--- src/rtl/gipw_pkg.sv ---
// ----------------------------------------------------------------------------
// gipw_pkg
// Shared types and constants of the interlaced GIF pixel writer.
// ----------------------------------------------------------------------------
package gipw_pkg;

  localparam int CFG_W       = 16;  // widest configuration register
  localparam int CFG_IDX_W   = 3;
  localparam int PIX_W       = 8;
  localparam int OUT_ADDR_W  = 32;
  localparam int OUT_ROW_W   = 16;
  localparam int PASS_W      = 3;

  localparam int COORD_BITS_DEF = 16;
  localparam int ADDR_BITS_DEF  = 32;

  // Request kinds on the input channel
  localparam logic MODE_START = 1'b0;
  localparam logic MODE_PIXEL = 1'b1;

  // Row order passes: 0 is progressive, 1 to 4 are the interlace passes
  localparam logic [PASS_W-1:0] PASS_NORMAL = 3'd0;
  localparam logic [PASS_W-1:0] PASS_1      = 3'd1;
  localparam logic [PASS_W-1:0] PASS_2      = 3'd2;
  localparam logic [PASS_W-1:0] PASS_3      = 3'd3;
  localparam logic [PASS_W-1:0] PASS_4      = 3'd4;

  localparam int ROW_STEP_NORMAL = 1;
  localparam int ROW_STEP_P1     = 8;
  localparam int ROW_STEP_P2     = 8;
  localparam int ROW_STEP_P3     = 4;
  localparam int ROW_STEP_P4     = 2;

  // First row of a pass, relative to the sub-image top
  localparam int ROW_START_P2 = 4;
  localparam int ROW_START_P3 = 2;
  localparam int ROW_START_P4 = 1;

  typedef enum logic [CFG_IDX_W-1:0] {
    REG_IMAGE_WIDTH         = 3'd0,
    REG_FRAME_WIDTH         = 3'd1,
    REG_FRAME_HEIGHT        = 3'd2,
    REG_OFFSET_X            = 3'd3,
    REG_OFFSET_Y            = 3'd4,
    REG_INTERLACED          = 3'd5,
    REG_TRANSPARENCY_ENABLE = 3'd6,
    REG_TRANSPARENT_INDEX   = 3'd7
  } cfg_reg_t;

  typedef struct packed {
    logic [CFG_W-1:0] image_width;
    logic [CFG_W-1:0] frame_width;
    logic [CFG_W-1:0] frame_height;
    logic [CFG_W-1:0] offset_x;
    logic [CFG_W-1:0] offset_y;
    logic             interlaced;
    logic             transparency_enable;
    logic [PIX_W-1:0] transparent_index;
  } cfg_t;

  // Per-request control carried down the address pipeline
  typedef struct packed {
    logic             start;
    logic             we;
    logic [PIX_W-1:0] data;
    logic             done;
    logic             zero_base;
  } item_ctl_t;

endpackage

--- src/rtl/gipw_if.sv ---
// ----------------------------------------------------------------------------
// gipw_in_if / gipw_out_if
// Valid/ready channels of the pixel writer.
// ----------------------------------------------------------------------------
interface gipw_in_if;
  logic                      valid;
  logic                      ready;
  logic                      mode;
  logic [gipw_pkg::PIX_W-1:0] pixel_index;

  modport source (output valid, mode, pixel_index, input ready);
  modport sink   (input valid, mode, pixel_index, output ready);
endinterface

interface gipw_out_if;
  logic                            valid;
  logic                            ready;
  logic                            write_enable;
  logic [gipw_pkg::OUT_ADDR_W-1:0] write_address;
  logic [gipw_pkg::PIX_W-1:0]      write_data;
  logic                            row_done;
  logic [gipw_pkg::OUT_ROW_W-1:0]  row_number;

  modport source (output valid, write_enable, write_address, write_data, row_done,
                  row_number, input ready);
  modport sink   (input valid, write_enable, write_address, write_data, row_done,
                  row_number, output ready);
endinterface

--- src/rtl/gipw_cfg.sv ---
// ----------------------------------------------------------------------------
// gipw_cfg
// Configuration register bank, write-only.
// ----------------------------------------------------------------------------
module gipw_cfg (
  input  logic                           clk,
  input  logic                           rst_n,
  input  logic                           cfg_we,
  input  logic [gipw_pkg::CFG_IDX_W-1:0] cfg_index,
  input  logic [gipw_pkg::CFG_W-1:0]     cfg_wdata,
  output gipw_pkg::cfg_t                 cfg
);

  gipw_pkg::cfg_t cfg_r, cfg_nxt;

  always_comb begin
    cfg_nxt = cfg_r;
    if (cfg_we) begin
      unique case (gipw_pkg::cfg_reg_t'(cfg_index))
        gipw_pkg::REG_IMAGE_WIDTH:         cfg_nxt.image_width = cfg_wdata;
        gipw_pkg::REG_FRAME_WIDTH:         cfg_nxt.frame_width = cfg_wdata;
        gipw_pkg::REG_FRAME_HEIGHT:        cfg_nxt.frame_height = cfg_wdata;
        gipw_pkg::REG_OFFSET_X:            cfg_nxt.offset_x = cfg_wdata;
        gipw_pkg::REG_OFFSET_Y:            cfg_nxt.offset_y = cfg_wdata;
        gipw_pkg::REG_INTERLACED:          cfg_nxt.interlaced = cfg_wdata[0];
        gipw_pkg::REG_TRANSPARENCY_ENABLE: cfg_nxt.transparency_enable = cfg_wdata[0];
        gipw_pkg::REG_TRANSPARENT_INDEX:
          cfg_nxt.transparent_index = cfg_wdata[gipw_pkg::PIX_W-1:0];
        default: ;
      endcase
    end
  end

  always_ff @(posedge clk) begin
    if (!rst_n) begin
      cfg_r <= '{image_width:         gipw_pkg::CFG_W'(1),
                 frame_width:         gipw_pkg::CFG_W'(1),
                 frame_height:        gipw_pkg::CFG_W'(1),
                 offset_x:            '0,
                 offset_y:            '0,
                 interlaced:          1'b0,
                 transparency_enable: 1'b0,
                 transparent_index:   '0};
    end else begin
      cfg_r <= cfg_nxt;
    end
  end

  assign cfg = cfg_r;

endmodule

--- src/rtl/gipw_pos.sv ---
// ----------------------------------------------------------------------------
// gipw_pos
// Position tracker: row, pass, pixel count and column, plus input register.
// ----------------------------------------------------------------------------
module gipw_pos #(
  parameter int COORD_BITS = gipw_pkg::COORD_BITS_DEF,
  parameter int ADDR_BITS  = gipw_pkg::ADDR_BITS_DEF
) (
  input  logic                         clk,
  input  logic                         rst_n,
  input  gipw_pkg::cfg_t               cfg,
  input  logic                         in_valid,
  input  logic                         in_mode,
  input  logic [gipw_pkg::PIX_W-1:0]   in_pixel,
  output logic                         in_ready,
  input  logic                         take,
  output logic                         s1_valid,
  output gipw_pkg::item_ctl_t          s1_ctl,
  output logic [COORD_BITS-1:0]        s1_row,
  output logic [ADDR_BITS-1:0]         s1_col,
  output logic [gipw_pkg::CFG_W-1:0]   s1_fw,
  output logic [gipw_pkg::CFG_W-1:0]   s1_ox
);

  // row sums are compared against frame_height one bit wider than a register
  localparam int RW = gipw_pkg::CFG_W + 1;

  logic [gipw_pkg::CFG_W-1:0]  pixels_left_r, pixels_left_nxt;
  logic [COORD_BITS-1:0]       row_r, row_nxt;
  logic [gipw_pkg::PASS_W-1:0] pass_r, pass_nxt;
  logic [ADDR_BITS-1:0]        col_r, col_nxt;
  logic                        zero_base_r, zero_base_nxt;
  // row base terms, taken when the row begins
  logic [gipw_pkg::CFG_W-1:0]  fw_r, fw_nxt, ox_r, ox_nxt;

  logic                        v1_r, v1_nxt;
  gipw_pkg::item_ctl_t         ctl1_r, ctl_in;
  logic [COORD_BITS-1:0]       row1_r;
  logic [ADDR_BITS-1:0]        col1_r;
  logic [gipw_pkg::CFG_W-1:0]  fw1_r, ox1_r;

  logic                        en1, accept, done;
  logic [RW-1:0]               step, r_sum;
  logic [gipw_pkg::PASS_W-1:0] p_step;

  assign en1      = !v1_r || take;
  assign accept   = in_valid && en1;
  assign in_ready = en1;
  assign done     = (pixels_left_r <= gipw_pkg::CFG_W'(1));

  // Next row at end of row; a pass that runs off the frame hands over to the
  // next one, possibly several in a row for short frames.
  always_comb begin
    case (pass_r)
      gipw_pkg::PASS_NORMAL: step = RW'(gipw_pkg::ROW_STEP_NORMAL);
      gipw_pkg::PASS_1:      step = RW'(gipw_pkg::ROW_STEP_P1);
      gipw_pkg::PASS_2:      step = RW'(gipw_pkg::ROW_STEP_P2);
      gipw_pkg::PASS_3:      step = RW'(gipw_pkg::ROW_STEP_P3);
      gipw_pkg::PASS_4:      step = RW'(gipw_pkg::ROW_STEP_P4);
      default:               step = '0;
    endcase
    r_sum  = RW'(row_r) + step;
    p_step = pass_r;
    for (int i = 0; i < 3; i++) begin
      if (p_step >= gipw_pkg::PASS_1 && p_step <= gipw_pkg::PASS_3 &&
          r_sum >= RW'(cfg.frame_height)) begin
        p_step = p_step + 1'b1;
        case (p_step)
          gipw_pkg::PASS_2: r_sum = RW'(cfg.offset_y) + RW'(gipw_pkg::ROW_START_P2);
          gipw_pkg::PASS_3: r_sum = RW'(cfg.offset_y) + RW'(gipw_pkg::ROW_START_P3);
          default:          r_sum = RW'(cfg.offset_y) + RW'(gipw_pkg::ROW_START_P4);
        endcase
      end
    end
  end

  always_comb begin
    pixels_left_nxt = pixels_left_r;
    row_nxt         = row_r;
    pass_nxt        = pass_r;
    col_nxt         = col_r;
    zero_base_nxt   = zero_base_r;
    fw_nxt          = fw_r;
    ox_nxt          = ox_r;
    if (accept) begin
      if (in_mode == gipw_pkg::MODE_START) begin
        pixels_left_nxt = cfg.image_width;
        row_nxt         = cfg.offset_y[COORD_BITS-1:0];
        pass_nxt        = cfg.interlaced ? gipw_pkg::PASS_1 : gipw_pkg::PASS_NORMAL;
        col_nxt         = '0;
        zero_base_nxt   = 1'b0;
        fw_nxt          = cfg.frame_width;
        ox_nxt          = cfg.offset_x;
      end else if (done) begin
        pixels_left_nxt = cfg.image_width;
        row_nxt         = r_sum[COORD_BITS-1:0];
        pass_nxt        = p_step;
        col_nxt         = '0;
        zero_base_nxt   = 1'b0;
        fw_nxt          = cfg.frame_width;
        ox_nxt          = cfg.offset_x;
      end else begin
        pixels_left_nxt = pixels_left_r - 1'b1;
        col_nxt         = col_r + 1'b1;
      end
    end
  end

  always_comb begin
    ctl_in.start     = (in_mode == gipw_pkg::MODE_START);
    ctl_in.we        = !(cfg.transparency_enable && in_pixel == cfg.transparent_index);
    ctl_in.data      = in_pixel;
    ctl_in.done      = done;
    ctl_in.zero_base = zero_base_r;
    v1_nxt           = en1 ? accept : v1_r;
  end

  always_ff @(posedge clk) begin
    if (!rst_n) begin
      pixels_left_r <= '0;
      row_r         <= '0;
      pass_r        <= gipw_pkg::PASS_NORMAL;
      col_r         <= '0;
      zero_base_r   <= 1'b1;
      fw_r          <= gipw_pkg::CFG_W'(1);
      ox_r          <= '0;
      v1_r          <= 1'b0;
    end else begin
      pixels_left_r <= pixels_left_nxt;
      row_r         <= row_nxt;
      pass_r        <= pass_nxt;
      col_r         <= col_nxt;
      zero_base_r   <= zero_base_nxt;
      fw_r          <= fw_nxt;
      ox_r          <= ox_nxt;
      v1_r          <= v1_nxt;
    end
  end

  always_ff @(posedge clk) begin
    if (accept) begin
      ctl1_r <= ctl_in;
      row1_r <= row_r;
      col1_r <= col_r;
      fw1_r  <= fw_r;
      ox1_r  <= ox_r;
    end
  end

  assign s1_valid = v1_r;
  assign s1_ctl   = ctl1_r;
  assign s1_row   = row1_r;
  assign s1_col   = col1_r;
  assign s1_fw    = fw1_r;
  assign s1_ox    = ox1_r;

endmodule

--- src/rtl/gipw_addr.sv ---
// ----------------------------------------------------------------------------
// gipw_addr
// Address pipeline: row times frame width, then base plus column, result reg.
// ----------------------------------------------------------------------------
module gipw_addr #(
  parameter int COORD_BITS = gipw_pkg::COORD_BITS_DEF,
  parameter int ADDR_BITS  = gipw_pkg::ADDR_BITS_DEF
) (
  input  logic                              clk,
  input  logic                              rst_n,
  input  logic                              s1_valid,
  input  gipw_pkg::item_ctl_t               s1_ctl,
  input  logic [COORD_BITS-1:0]             s1_row,
  input  logic [ADDR_BITS-1:0]              s1_col,
  input  logic [gipw_pkg::CFG_W-1:0]        s1_fw,
  input  logic [gipw_pkg::CFG_W-1:0]        s1_ox,
  output logic                              take,
  output logic                              out_valid,
  input  logic                              out_ready,
  output logic                              out_write_enable,
  output logic [gipw_pkg::OUT_ADDR_W-1:0]   out_write_address,
  output logic [gipw_pkg::PIX_W-1:0]        out_write_data,
  output logic                              out_row_done,
  output logic [gipw_pkg::OUT_ROW_W-1:0]    out_row_number
);

  localparam int PW = COORD_BITS + gipw_pkg::CFG_W;

  logic                    en2, en3;
  logic                    v2_r, v2_nxt, v3_r, v3_nxt;
  gipw_pkg::item_ctl_t     ctl2_r;
  logic [COORD_BITS-1:0]   row2_r;
  logic [ADDR_BITS-1:0]    col2_r, oc2_r;
  logic [PW-1:0]           prod2_r;
  logic [ADDR_BITS-1:0]    addr3;

  logic                              we3_r, done3_r;
  logic [gipw_pkg::OUT_ADDR_W-1:0]   addr3_r;
  logic [gipw_pkg::PIX_W-1:0]        data3_r;
  logic [gipw_pkg::OUT_ROW_W-1:0]    row3_r;

  assign en3  = !v3_r || out_ready;
  assign en2  = !v2_r || en3;
  assign take = en2;

  always_comb begin
    v2_nxt = en2 ? s1_valid : v2_r;
    v3_nxt = en3 ? v2_r : v3_r;
    // before the first start or row end the address counts up from zero
    addr3  = ctl2_r.zero_base ? col2_r : (ADDR_BITS'(prod2_r) + oc2_r);
  end

  always_ff @(posedge clk) begin
    if (!rst_n) begin
      v2_r <= 1'b0;
      v3_r <= 1'b0;
    end else begin
      v2_r <= v2_nxt;
      v3_r <= v3_nxt;
    end
  end

  always_ff @(posedge clk) begin
    if (en2 && s1_valid) begin
      ctl2_r  <= s1_ctl;
      row2_r  <= s1_row;
      col2_r  <= s1_col;
      prod2_r <= PW'(s1_row) * PW'(s1_fw);
      oc2_r   <= s1_col + ADDR_BITS'(s1_ox);
    end
  end

  always_ff @(posedge clk) begin
    if (en3 && v2_r) begin
      if (ctl2_r.start) begin
        we3_r   <= 1'b0;
        addr3_r <= '0;
        data3_r <= '0;
        done3_r <= 1'b0;
        row3_r  <= '0;
      end else begin
        we3_r   <= ctl2_r.we;
        addr3_r <= gipw_pkg::OUT_ADDR_W'(addr3);
        data3_r <= ctl2_r.data;
        done3_r <= ctl2_r.done;
        row3_r  <= gipw_pkg::OUT_ROW_W'(row2_r);
      end
    end
  end

  assign out_valid         = v3_r;
  assign out_write_enable  = we3_r;
  assign out_write_address = addr3_r;
  assign out_write_data    = data3_r;
  assign out_row_done      = done3_r;
  assign out_row_number    = row3_r;

endmodule

--- src/rtl/gif_interlaced_pixel_writer.sv ---
// ----------------------------------------------------------------------------
// gif_interlaced_pixel_writer
// Turns decoded GIF palette indices into frame-buffer writes.
// ----------------------------------------------------------------------------
// Takes one request per clock while the result side keeps ready high, and
// gives one result per request. The figure of one per clock comes from the
// position registers (row, pass, pixel count and column), which work out the
// next pixel's position combinationally, using adds and compares only; the
// row times frame width product sits in its own
// pipeline stage behind them. A start request (mode 0) reloads the position
// from the configuration and yields an all-zero result. Transparent pixels
// still advance the position but come out with write_enable low. Addresses
// are offsets from the buffer start; the frame width and x offset of a row
// are the ones in force at the start request or row end that began it.
// Write configuration only while idle.
module gif_interlaced_pixel_writer #(
  parameter int COORD_BITS = gipw_pkg::COORD_BITS_DEF,
  parameter int ADDR_BITS  = gipw_pkg::ADDR_BITS_DEF
) (
  input  logic                           clk,
  input  logic                           rst_n,
  gipw_in_if.sink                        in_ch,
  gipw_out_if.source                     out_ch,
  input  logic                           cfg_we,
  input  logic [gipw_pkg::CFG_IDX_W-1:0] cfg_index,
  input  logic [gipw_pkg::CFG_W-1:0]     cfg_wdata
);

  gipw_pkg::cfg_t              cfg;
  logic                        take, s1_valid;
  gipw_pkg::item_ctl_t         s1_ctl;
  logic [COORD_BITS-1:0]       s1_row;
  logic [ADDR_BITS-1:0]        s1_col;
  logic [gipw_pkg::CFG_W-1:0]  s1_fw, s1_ox;

  gipw_cfg u_cfg (
    .clk       (clk),
    .rst_n     (rst_n),
    .cfg_we    (cfg_we),
    .cfg_index (cfg_index),
    .cfg_wdata (cfg_wdata),
    .cfg       (cfg)
  );

  gipw_pos #(
    .COORD_BITS (COORD_BITS),
    .ADDR_BITS  (ADDR_BITS)
  ) u_pos (
    .clk      (clk),
    .rst_n    (rst_n),
    .cfg      (cfg),
    .in_valid (in_ch.valid),
    .in_mode  (in_ch.mode),
    .in_pixel (in_ch.pixel_index),
    .in_ready (in_ch.ready),
    .take     (take),
    .s1_valid (s1_valid),
    .s1_ctl   (s1_ctl),
    .s1_row   (s1_row),
    .s1_col   (s1_col),
    .s1_fw    (s1_fw),
    .s1_ox    (s1_ox)
  );

  gipw_addr #(
    .COORD_BITS (COORD_BITS),
    .ADDR_BITS  (ADDR_BITS)
  ) u_addr (
    .clk               (clk),
    .rst_n             (rst_n),
    .s1_valid          (s1_valid),
    .s1_ctl            (s1_ctl),
    .s1_row            (s1_row),
    .s1_col            (s1_col),
    .s1_fw             (s1_fw),
    .s1_ox             (s1_ox),
    .take              (take),
    .out_valid         (out_ch.valid),
    .out_ready         (out_ch.ready),
    .out_write_enable  (out_ch.write_enable),
    .out_write_address (out_ch.write_address),
    .out_write_data    (out_ch.write_data),
    .out_row_done      (out_ch.row_done),
    .out_row_number    (out_ch.row_number)
  );

endmodule

--- src/flat_wrapper.sv ---
// flat-port wrapper written by rule: the top's interface ports become plain ports
module gif_interlaced_pixel_writer_flat 
#(
  parameter int COORD_BITS = gipw_pkg::COORD_BITS_DEF,
  parameter int ADDR_BITS  = gipw_pkg::ADDR_BITS_DEF
)
  (clk, rst_n, cfg_we, cfg_index, cfg_wdata, in_ch_valid, in_ch_mode, in_ch_pixel_index, in_ch_ready, out_ch_valid, out_ch_write_enable, out_ch_write_address, out_ch_write_data, out_ch_row_done, out_ch_row_number, out_ch_ready);
  gipw_in_if in_ch_i ();
  gipw_out_if out_ch_i ();
  input  logic clk;
  input  logic rst_n;
  input  logic cfg_we;
  input  logic [gipw_pkg::CFG_IDX_W-1:0] cfg_index;
  input  logic [gipw_pkg::CFG_W-1:0] cfg_wdata;
  input wire logic [$bits(in_ch_i.valid)-1:0] in_ch_valid;
  input wire logic [$bits(in_ch_i.mode)-1:0] in_ch_mode;
  input wire logic [$bits(in_ch_i.pixel_index)-1:0] in_ch_pixel_index;
  output wire logic [$bits(in_ch_i.ready)-1:0] in_ch_ready;
  output wire logic [$bits(out_ch_i.valid)-1:0] out_ch_valid;
  output wire logic [$bits(out_ch_i.write_enable)-1:0] out_ch_write_enable;
  output wire logic [$bits(out_ch_i.write_address)-1:0] out_ch_write_address;
  output wire logic [$bits(out_ch_i.write_data)-1:0] out_ch_write_data;
  output wire logic [$bits(out_ch_i.row_done)-1:0] out_ch_row_done;
  output wire logic [$bits(out_ch_i.row_number)-1:0] out_ch_row_number;
  input wire logic [$bits(out_ch_i.ready)-1:0] out_ch_ready;
  assign in_ch_i.valid = in_ch_valid;
  assign in_ch_i.mode = in_ch_mode;
  assign in_ch_i.pixel_index = in_ch_pixel_index;
  assign in_ch_ready = in_ch_i.ready;
  assign out_ch_valid = out_ch_i.valid;
  assign out_ch_write_enable = out_ch_i.write_enable;
  assign out_ch_write_address = out_ch_i.write_address;
  assign out_ch_write_data = out_ch_i.write_data;
  assign out_ch_row_done = out_ch_i.row_done;
  assign out_ch_row_number = out_ch_i.row_number;
  assign out_ch_i.ready = out_ch_ready;
  gif_interlaced_pixel_writer #(.COORD_BITS(COORD_BITS), .ADDR_BITS(ADDR_BITS)) u_core (.clk(clk), .rst_n(rst_n), .in_ch(in_ch_i), .out_ch(out_ch_i), .cfg_we(cfg_we), .cfg_index(cfg_index), .cfg_wdata(cfg_wdata));
endmodule
--- config.mk ---
export PLATFORM = sky130hd
export DESIGN_NAME = gif_interlaced_pixel_writer_flat
export DESIGN_NICKNAME = d
export VERILOG_FILES = /design/src/rtl/gipw_pkg.sv /design/src/rtl/gipw_if.sv /design/src/rtl/gipw_cfg.sv /design/src/rtl/gipw_pos.sv /design/src/rtl/gipw_addr.sv /design/src/rtl/gif_interlaced_pixel_writer.sv /design/src/flat_wrapper.sv
export SDC_FILE = /design/constraint.sdc
export NUM_CORES = 2
export LEC_CHECK = 0
export ABC_AREA = 1
export BUFFER_PORTS_ARGS = -buffer_cell sky130_fd_sc_hd__buf_4
export CORE_MARGIN = 3
export CORE_UTILIZATION = 34
export DETAILED_ROUTE_END_ITERATION = 8
export GPL_TIMING_DRIVEN = 0
export PLACE_DENSITY = 0.6
export SLEW_MARGIN = 5
export SYNTH_ARGS = -nofsm -noshare
export SYNTH_HDL_FRONTEND = slang
export SYNTH_HIERARCHICAL = 1
export SYNTH_SLANG_ARGS = --single-unit
--- constraint.sdc ---
create_clock -name clk -period 8.95 [get_ports clk]
set_input_delay 1.79 -clock clk [delete_from_list [all_inputs] [get_ports clk]]
set_output_delay 1.79 -clock clk [all_outputs]
set_load 0.02 [all_outputs]
## Word-level counts from Yosys, hierarchy flattened

Index checks and enable logic that the tools add are counted.

| word-level totals | value |
|---|---|
| register bits | 467 |
| input bits | 33 |
| output and inout bits | 60 |
| logic and storage cells | 138 |

| cells by class | value |
|---|---|
| add/sub/neg operators | 11 |
| multiply operators | 1 |
| $lt $le $gt $ge | 10 |
| equal/unequal tests | 19 |
| multiplexer cells | 26 |
| bitwise logic cells | 1 |
| reductions and logical operators | 29 |

Operator list:

| operator | number |
|---|---|
| 16-bit two-way mux | 9 |
| 32-bit two-way mux | 3 |
| 17-bit case mux with 2 select lines | 2 |
| 17-bit by 16-bit >= comparator with 1-bit output | 3 |
| 17-bit two-way mux | 2 |
| 32-bit by 1-bit adder with 32-bit output (second input constant) | 1 |
| 32-bit by 16-bit adder with 32-bit output | 1 |
| 32-bit adder | 1 |
| 16-bit by 16-bit multiplier with 32-bit output | 1 |
| 16-bit case mux with 2 select lines | 1 |
| 3-bit by 2-bit == test with 1-bit output (second input constant) | 10 |
| 2-bit AND reduction | 9 |
| 16-bit by 1-bit adder with 17-bit output (second input constant) | 1 |
| 16-bit by 17-bit adder with 17-bit output | 1 |
| 16-bit by 2-bit adder with 17-bit output (second input constant) | 1 |
| 16-bit by 3-bit adder with 17-bit output (second input constant) | 1 |
| 16-bit by 1-bit <= comparator with 1-bit output (second input constant) | 1 |
| 4-bit case mux with 4 select lines | 1 |
| 16-bit by 1-bit subtractor with 16-bit output (second input constant) | 1 |
| 3-bit == test (second input constant) | 5 |
| 3-bit two-way mux | 5 |
| 1-bit logical AND | 10 |
| 3-bit by 1-bit adder with 3-bit output (second input constant) | 3 |
| 3-bit by 1-bit >= comparator with 1-bit output (second input constant) | 3 |
| other kinds (10) | 21 |

## Logic depth before layout (Yosys ltp)

| logic depth | value |
|---|---|
| depth in word-level cells | 17 |
| gate-level depth with buffers | 69 |
| depth with buffers taken out | 66 |

## Cells and area by module

The synthesis kept the hierarchy.

Modules (own cells, without submodules):

| module | times used | cells an instance | area each (sq um) | sequential area each (sq um) |
|---|---|---|---|---|
| gipw_addr | 1 | 2404 | 19118.3 | 5505.3 |
| gipw_pos | 1 | 1475 | 11601.1 | 4784.6 |
| gipw_cfg | 1 | 518 | 3639.7 | 1801.7 |

## Worst setup path before layout

Ideal clock, no wire load.

| timing path | value |
|---|---|
| kind | reg2reg |
| start | register u_core/u_pos/pass_r[0] (netlist name) |
| end | register u_core.u_pos.row_r[9] |
| setup time | 0.119 ns |
| data arrival time | 7.450 ns |
| required time | 8.831 ns |
| path slack | 1.381 ns |
| stages on the path, launching flop included | 70 |
| buffers on the path | 3 |
| period minus slack after synthesis | 7.569 ns |
| path through | dfxtp_1 inv_1 ha_1 o21ai_0 a21oi_1 ha_1 nand3_1 nand2_1 nand2_1 a21boi_0 nand2_1 nor2_1 inv_1 nor2_1 xor2_1 inv_1 ha_1 nand2_1 [34 not listed] ha_1 inv_1 nor3_1 nand3b_1 nand3_1 a21oi_1 o211a_1 o21ai_0 nand2_1 nand2_1 nor2_1 nand2_1 nand3_4 inv_2 buf_6 nand3_1 nand2_1 a21oi_1 |

| on the way | value |
|---|---|
| word-level cells in the longest chain between the ends | 17 |
| elaborated cells on any way between the ends | 42 |
| those cells by class | add/sub: 4; order compare: 9; eq/ne: 10; mux: 11; reduce/logical: 8 |

RTL lines:

| item | line | text |
|---|---|---|
| start: declaration | gipw_pos.sv:30 | `logic [gipw_pkg::PASS_W-1:0] pass_r, pass_nxt;` |
| start signal: assignment | gipw_pos.sv:122 | `pass_r <= gipw_pkg::PASS_NORMAL;` |
| start signal: assignment | gipw_pos.sv:131 | `pass_r <= pass_nxt;` |
| parallel branches: the longest is 14 deep, another holds 16-bit by 17-bit adder with 17-bit output | - |  |
| 16-bit two-way mux * | gipw_pos.sv:65 | `if (p_step >= gipw_pkg::PASS_1 && p_step <= gipw_pkg::PASS_3 &&` |
| 16-bit two-way mux * | gipw_pos.sv:94 | `end else if (done) begin` |
| 16-bit two-way mux * | gipw_pos.sv:86 | `if (in_mode == gipw_pkg::MODE_START) begin` |
| end signal: assignment | gipw_pos.sv:130 | `row_r <= row_nxt;` |
| end: declaration | gipw_pos.sv:29 | `logic [COORD_BITS-1:0] row_r, row_nxt;` |

Every way passes the cells marked *. The select of a mux whose other input is x is not followed.
A chain may end at the register's enable or synchronous reset.

## Worst setup path after layout

| timing path | value |
|---|---|
| start | register u_core/u_pos/pass_r[1] (netlist name) |
| end | register u_core.u_pos.row_r[7] |

Same word-level chain as after synthesis.

==> results.sh <==
export IMPL_place_inst=5780
export IMPL_die_height_um=324
export IMPL_async_reset_ff_share_pct=0
export IMPL_syn_nets=4848
export IMPL_report_final_setup_viol=0
export IMPL_timing_fmax_ghz=0.117
export IMPL_cts_buffers=52
export IMPL_grt_use_total_pct=20.1
export IMPL_route_detailed_drc=0
export IMPL_drt_iter0_drc=2155
export IMPL_layout_common_cells="nand2_1 (1061), inv_1 (834), nor2_1 (479), edfxtp_1 (274), nand3_1 (242)"
export IMPL_yosysWarningCount=6
export IMPL_firstDrtPassIters=6
export IMPL_r2r_end="u_core/u_pos/row_r[7]"
export IMPL_io_pins=93
export IMPL_coreArea_mm2=0.0993
export IMPL_slowest_stage="dfxtp_4"
export IMPL_drive_above_1_share_pct=8.11
export IMPL_cpPeakStageDelay_ps=390
export IMPL_io_buffers=92
export IMPL_ys_ff_latch=467
export IMPL_ys_flop_type="edfxtp_1"
export IMPL_synthDistinctLibCells=60
export IMPL_nNetsFinal=5020
export IMPL_clockBufferDepth=3
export IMPL_wl_per_cell_um=18.0
export IMPL_grt_pass1_vias=27900
export IMPL_seq_area_frac_synth_pct=35.2
export IMPL_period_share_pct=95.2
export IMPL_totalWireLength_um=106000
export IMPL_die_area_mm2=0.105
export IMPL_dpl_hpwl_um=84300
export IMPL_cts_tree="done"
export IMPL_reg2reg_from="u_core/u_pos/pass_r[1]"
export IMPL_grt_pass1_wl_um=162000
export IMPL_holdCritStartpoint="u_core/u_pos/s1_ctl[5]"
export IMPL_antenna_cells=0
export IMPL_avgSynthCellArea_um2=7.81
export IMPL_end_kind="flip-flop"
export IMPL_cpMostUsedCell="nand2_1"
export IMPL_gp_congestion=0.950
export IMPL_path_class="reg2reg"
export IMPL_clkTransAtPathRegs_ps=60
export IMPL_whs_endpoint="u_core/u_addr/ctl2_r[5]"
export IMPL_finClkSkew_ps=56.7
export IMPL_final_common_cell="nand2_1"
export IMPL_hp_class="reg2reg"
export IMPL_cp_start_kind="flip-flop"
export IMPL_synth_area_mm2=0.0344
export IMPL_synth_edf_count=274
export IMPL_row_count=115
export IMPL_hold_viol_final=0
export IMPL_antenna_found_initial=0
export IMPL_synth_cells=4397
export IMPL_rrSetupSlack_ps=430
export IMPL_die_w_um=324
export IMPL_crit_fanout=10
export IMPL_whs_path_depth=0
export IMPL_root_buffer="clkbuf_16"
export IMPL_reg2reg_depth=59
export IMPL_ctsHoldBuffers=0
export IMPL_required_ps=9410
export IMPL_initial_core_util_pct=34.6
export IMPL_area_delta_synth_final_pct=13.7
export IMPL_antenna_left=0
export IMPL_relSlewSlack_pct=11.1
export IMPL_fin_crit_ps=8520
export IMPL_grt_max_degree=64
export IMPL_routed_via_density=4.86
export IMPL_drv_slew=0
export IMPL_clk_latency_ps=630
export IMPL_tightest_slew_ps=1330
export IMPL_crit_arrival_ps=8980
export IMPL_clock_sinks=467
export IMPL_grt_overflow=0
export IMPL_vias=28700
export IMPL_h_tree_depth=2
export IMPL_status="finished, final reports clean"
export IMPL_fin_cells=5900
export IMPL_cap_viol_max_count=0
critical path, delay by kind of cell, from the launching register on:
family | cells | cell delay, ps
simple gates | 28 | 2920
compound gates | 14 | 2120
fa+ha+maj | 5 | 1380
buf+inv | 11 | 1260
flops | 1 | 390
xor+xnor | 1 | 220
metrics by stage:
step                setup slack, ps  utilization, %  hold WS, ps  instance area [um^2]  setup TNS [ps]
finish                          431            39.3          417                 39100               0
floorplan                      1380               -          400                 34400               0
detailed placement            -1430            37.0          405                 36800          -23910
CTS                            27.5            39.0          417                 38700               0
global placement              -1340            36.9          401                 36700          -21950
global route                  -63.2            39.3          425                 39100            -406
registers in the layout (all words and copies together) (netlist names), 32 cells and up:
| register | count |
|---|---|
| u_core/u_addr/col2_r | 32 |
| u_core/u_addr/oc2_r | 32 |
| u_core/u_addr/out_write_address | 32 |
| u_core/u_addr/prod2_r | 32 |
| u_core/u_cfg/cfg | 90 |
| u_core/u_pos/col_r | 32 |
| u_core/u_pos/s1_col | 32 |
final cells by class:
type / instances / area (um^2)
repair buffers: 118 / 958
inverters: 849 / 3200
clock buffers: 72 / 1550
plain buffers: 165 / 766
flip-flops and latches: 467 / 12100
well taps: 1287 / 1610
clock inverters: 26 / 299
fillers: 10200 / 60200
multi-input cells: 2916 / 18600
what timing repair did:
| item | in CTS | in global routing |
|---|---|---|
| setup buffers | 1 | 21 |
| gates resized for setup | 28 | 57 |
| pin swaps | 3 | 17 |
| setup endpoints to repair | 19 | 19 |
metal layers:
layer	part of all wire, %	GRT usage, %	up-vias
li1	-	-	14100
met1	44	26.6	13400
met2	45	32.9	891
met3	6.3	3.14	224
met4	4.4	8.23	0
met5	0	0	-
cells in the mapped netlist, types with 6 or more instances:
library cell	n	area share, %
a221oi_1	10	0.25
xor2_1	83	2.1
nand3_1	248	3.6
nor4_1	14	0.25
buf_4	6	0.13
o21a_1	8	0.17
inv_2	7	0.076
nand2_1	1068	12
nand3b_1	8	0.17
a22o_1	31	0.79
o21ai_0	106	1.5
o211ai_1	7	0.15
inv_1	838	9.2
xnor2_1	26	0.66
ha_1	221	8.0
buf_2	26	0.38
a21oi_1	176	2.6
clkbuf_1	117	1.3
buf_1	8	0.087
fa_1	197	11
nor2_1	482	5.3
o22ai_1	8	0.15
buf_6	7	0.23
o21bai_1	7	0.15
nand2_2	16	0.29
a21o_1	6	0.13
edfxtp_1	274	24
dfxtp_1	193	11
nand4_1	56	1.0
nor2_4	9	0.29
a31oi_1	6	0.11
nor3_1	51	0.74
or2_2	16	0.29
kinds of logic after synthesis:
group           share of synthesized area [%]
compound gates                           6.91
xor+xnor                                 2.78
fa+ha+maj                                19.5
buf+inv                                  11.4
flops                                    35.2
simple gates                             24.2
how the worst max path moves through the flow:
stage | start | endpoint | slack, ps | cells after the start
6_report | u_core/u_pos/pass_r[1] | u_core/u_pos/row_r[7] | 430 | 59
3_5_place_dp | u_core/u_pos/pass_r[1] | u_core/u_pos/row_r[7] | -1430 | 59
2_1_floorplan | u_core/u_pos/pass_r[0] | u_core/u_pos/row_r[9] | 1380 | 69
4_1_cts | u_core/u_pos/pass_r[0] | u_core/u_pos/row_r[7] | 30 | 69
3_3_place_gp | u_core/u_pos/pass_r[1] | u_core/u_pos/row_r[7] | -1340 | 59
5_1_grt | u_core/u_pos/pass_r[1] | u_core/u_pos/row_r[11] | -60 | 69
Power is left out: the tool's default activity adds up to more than one toggle a clock period on the data nets, which glitch-free logic cannot reach.
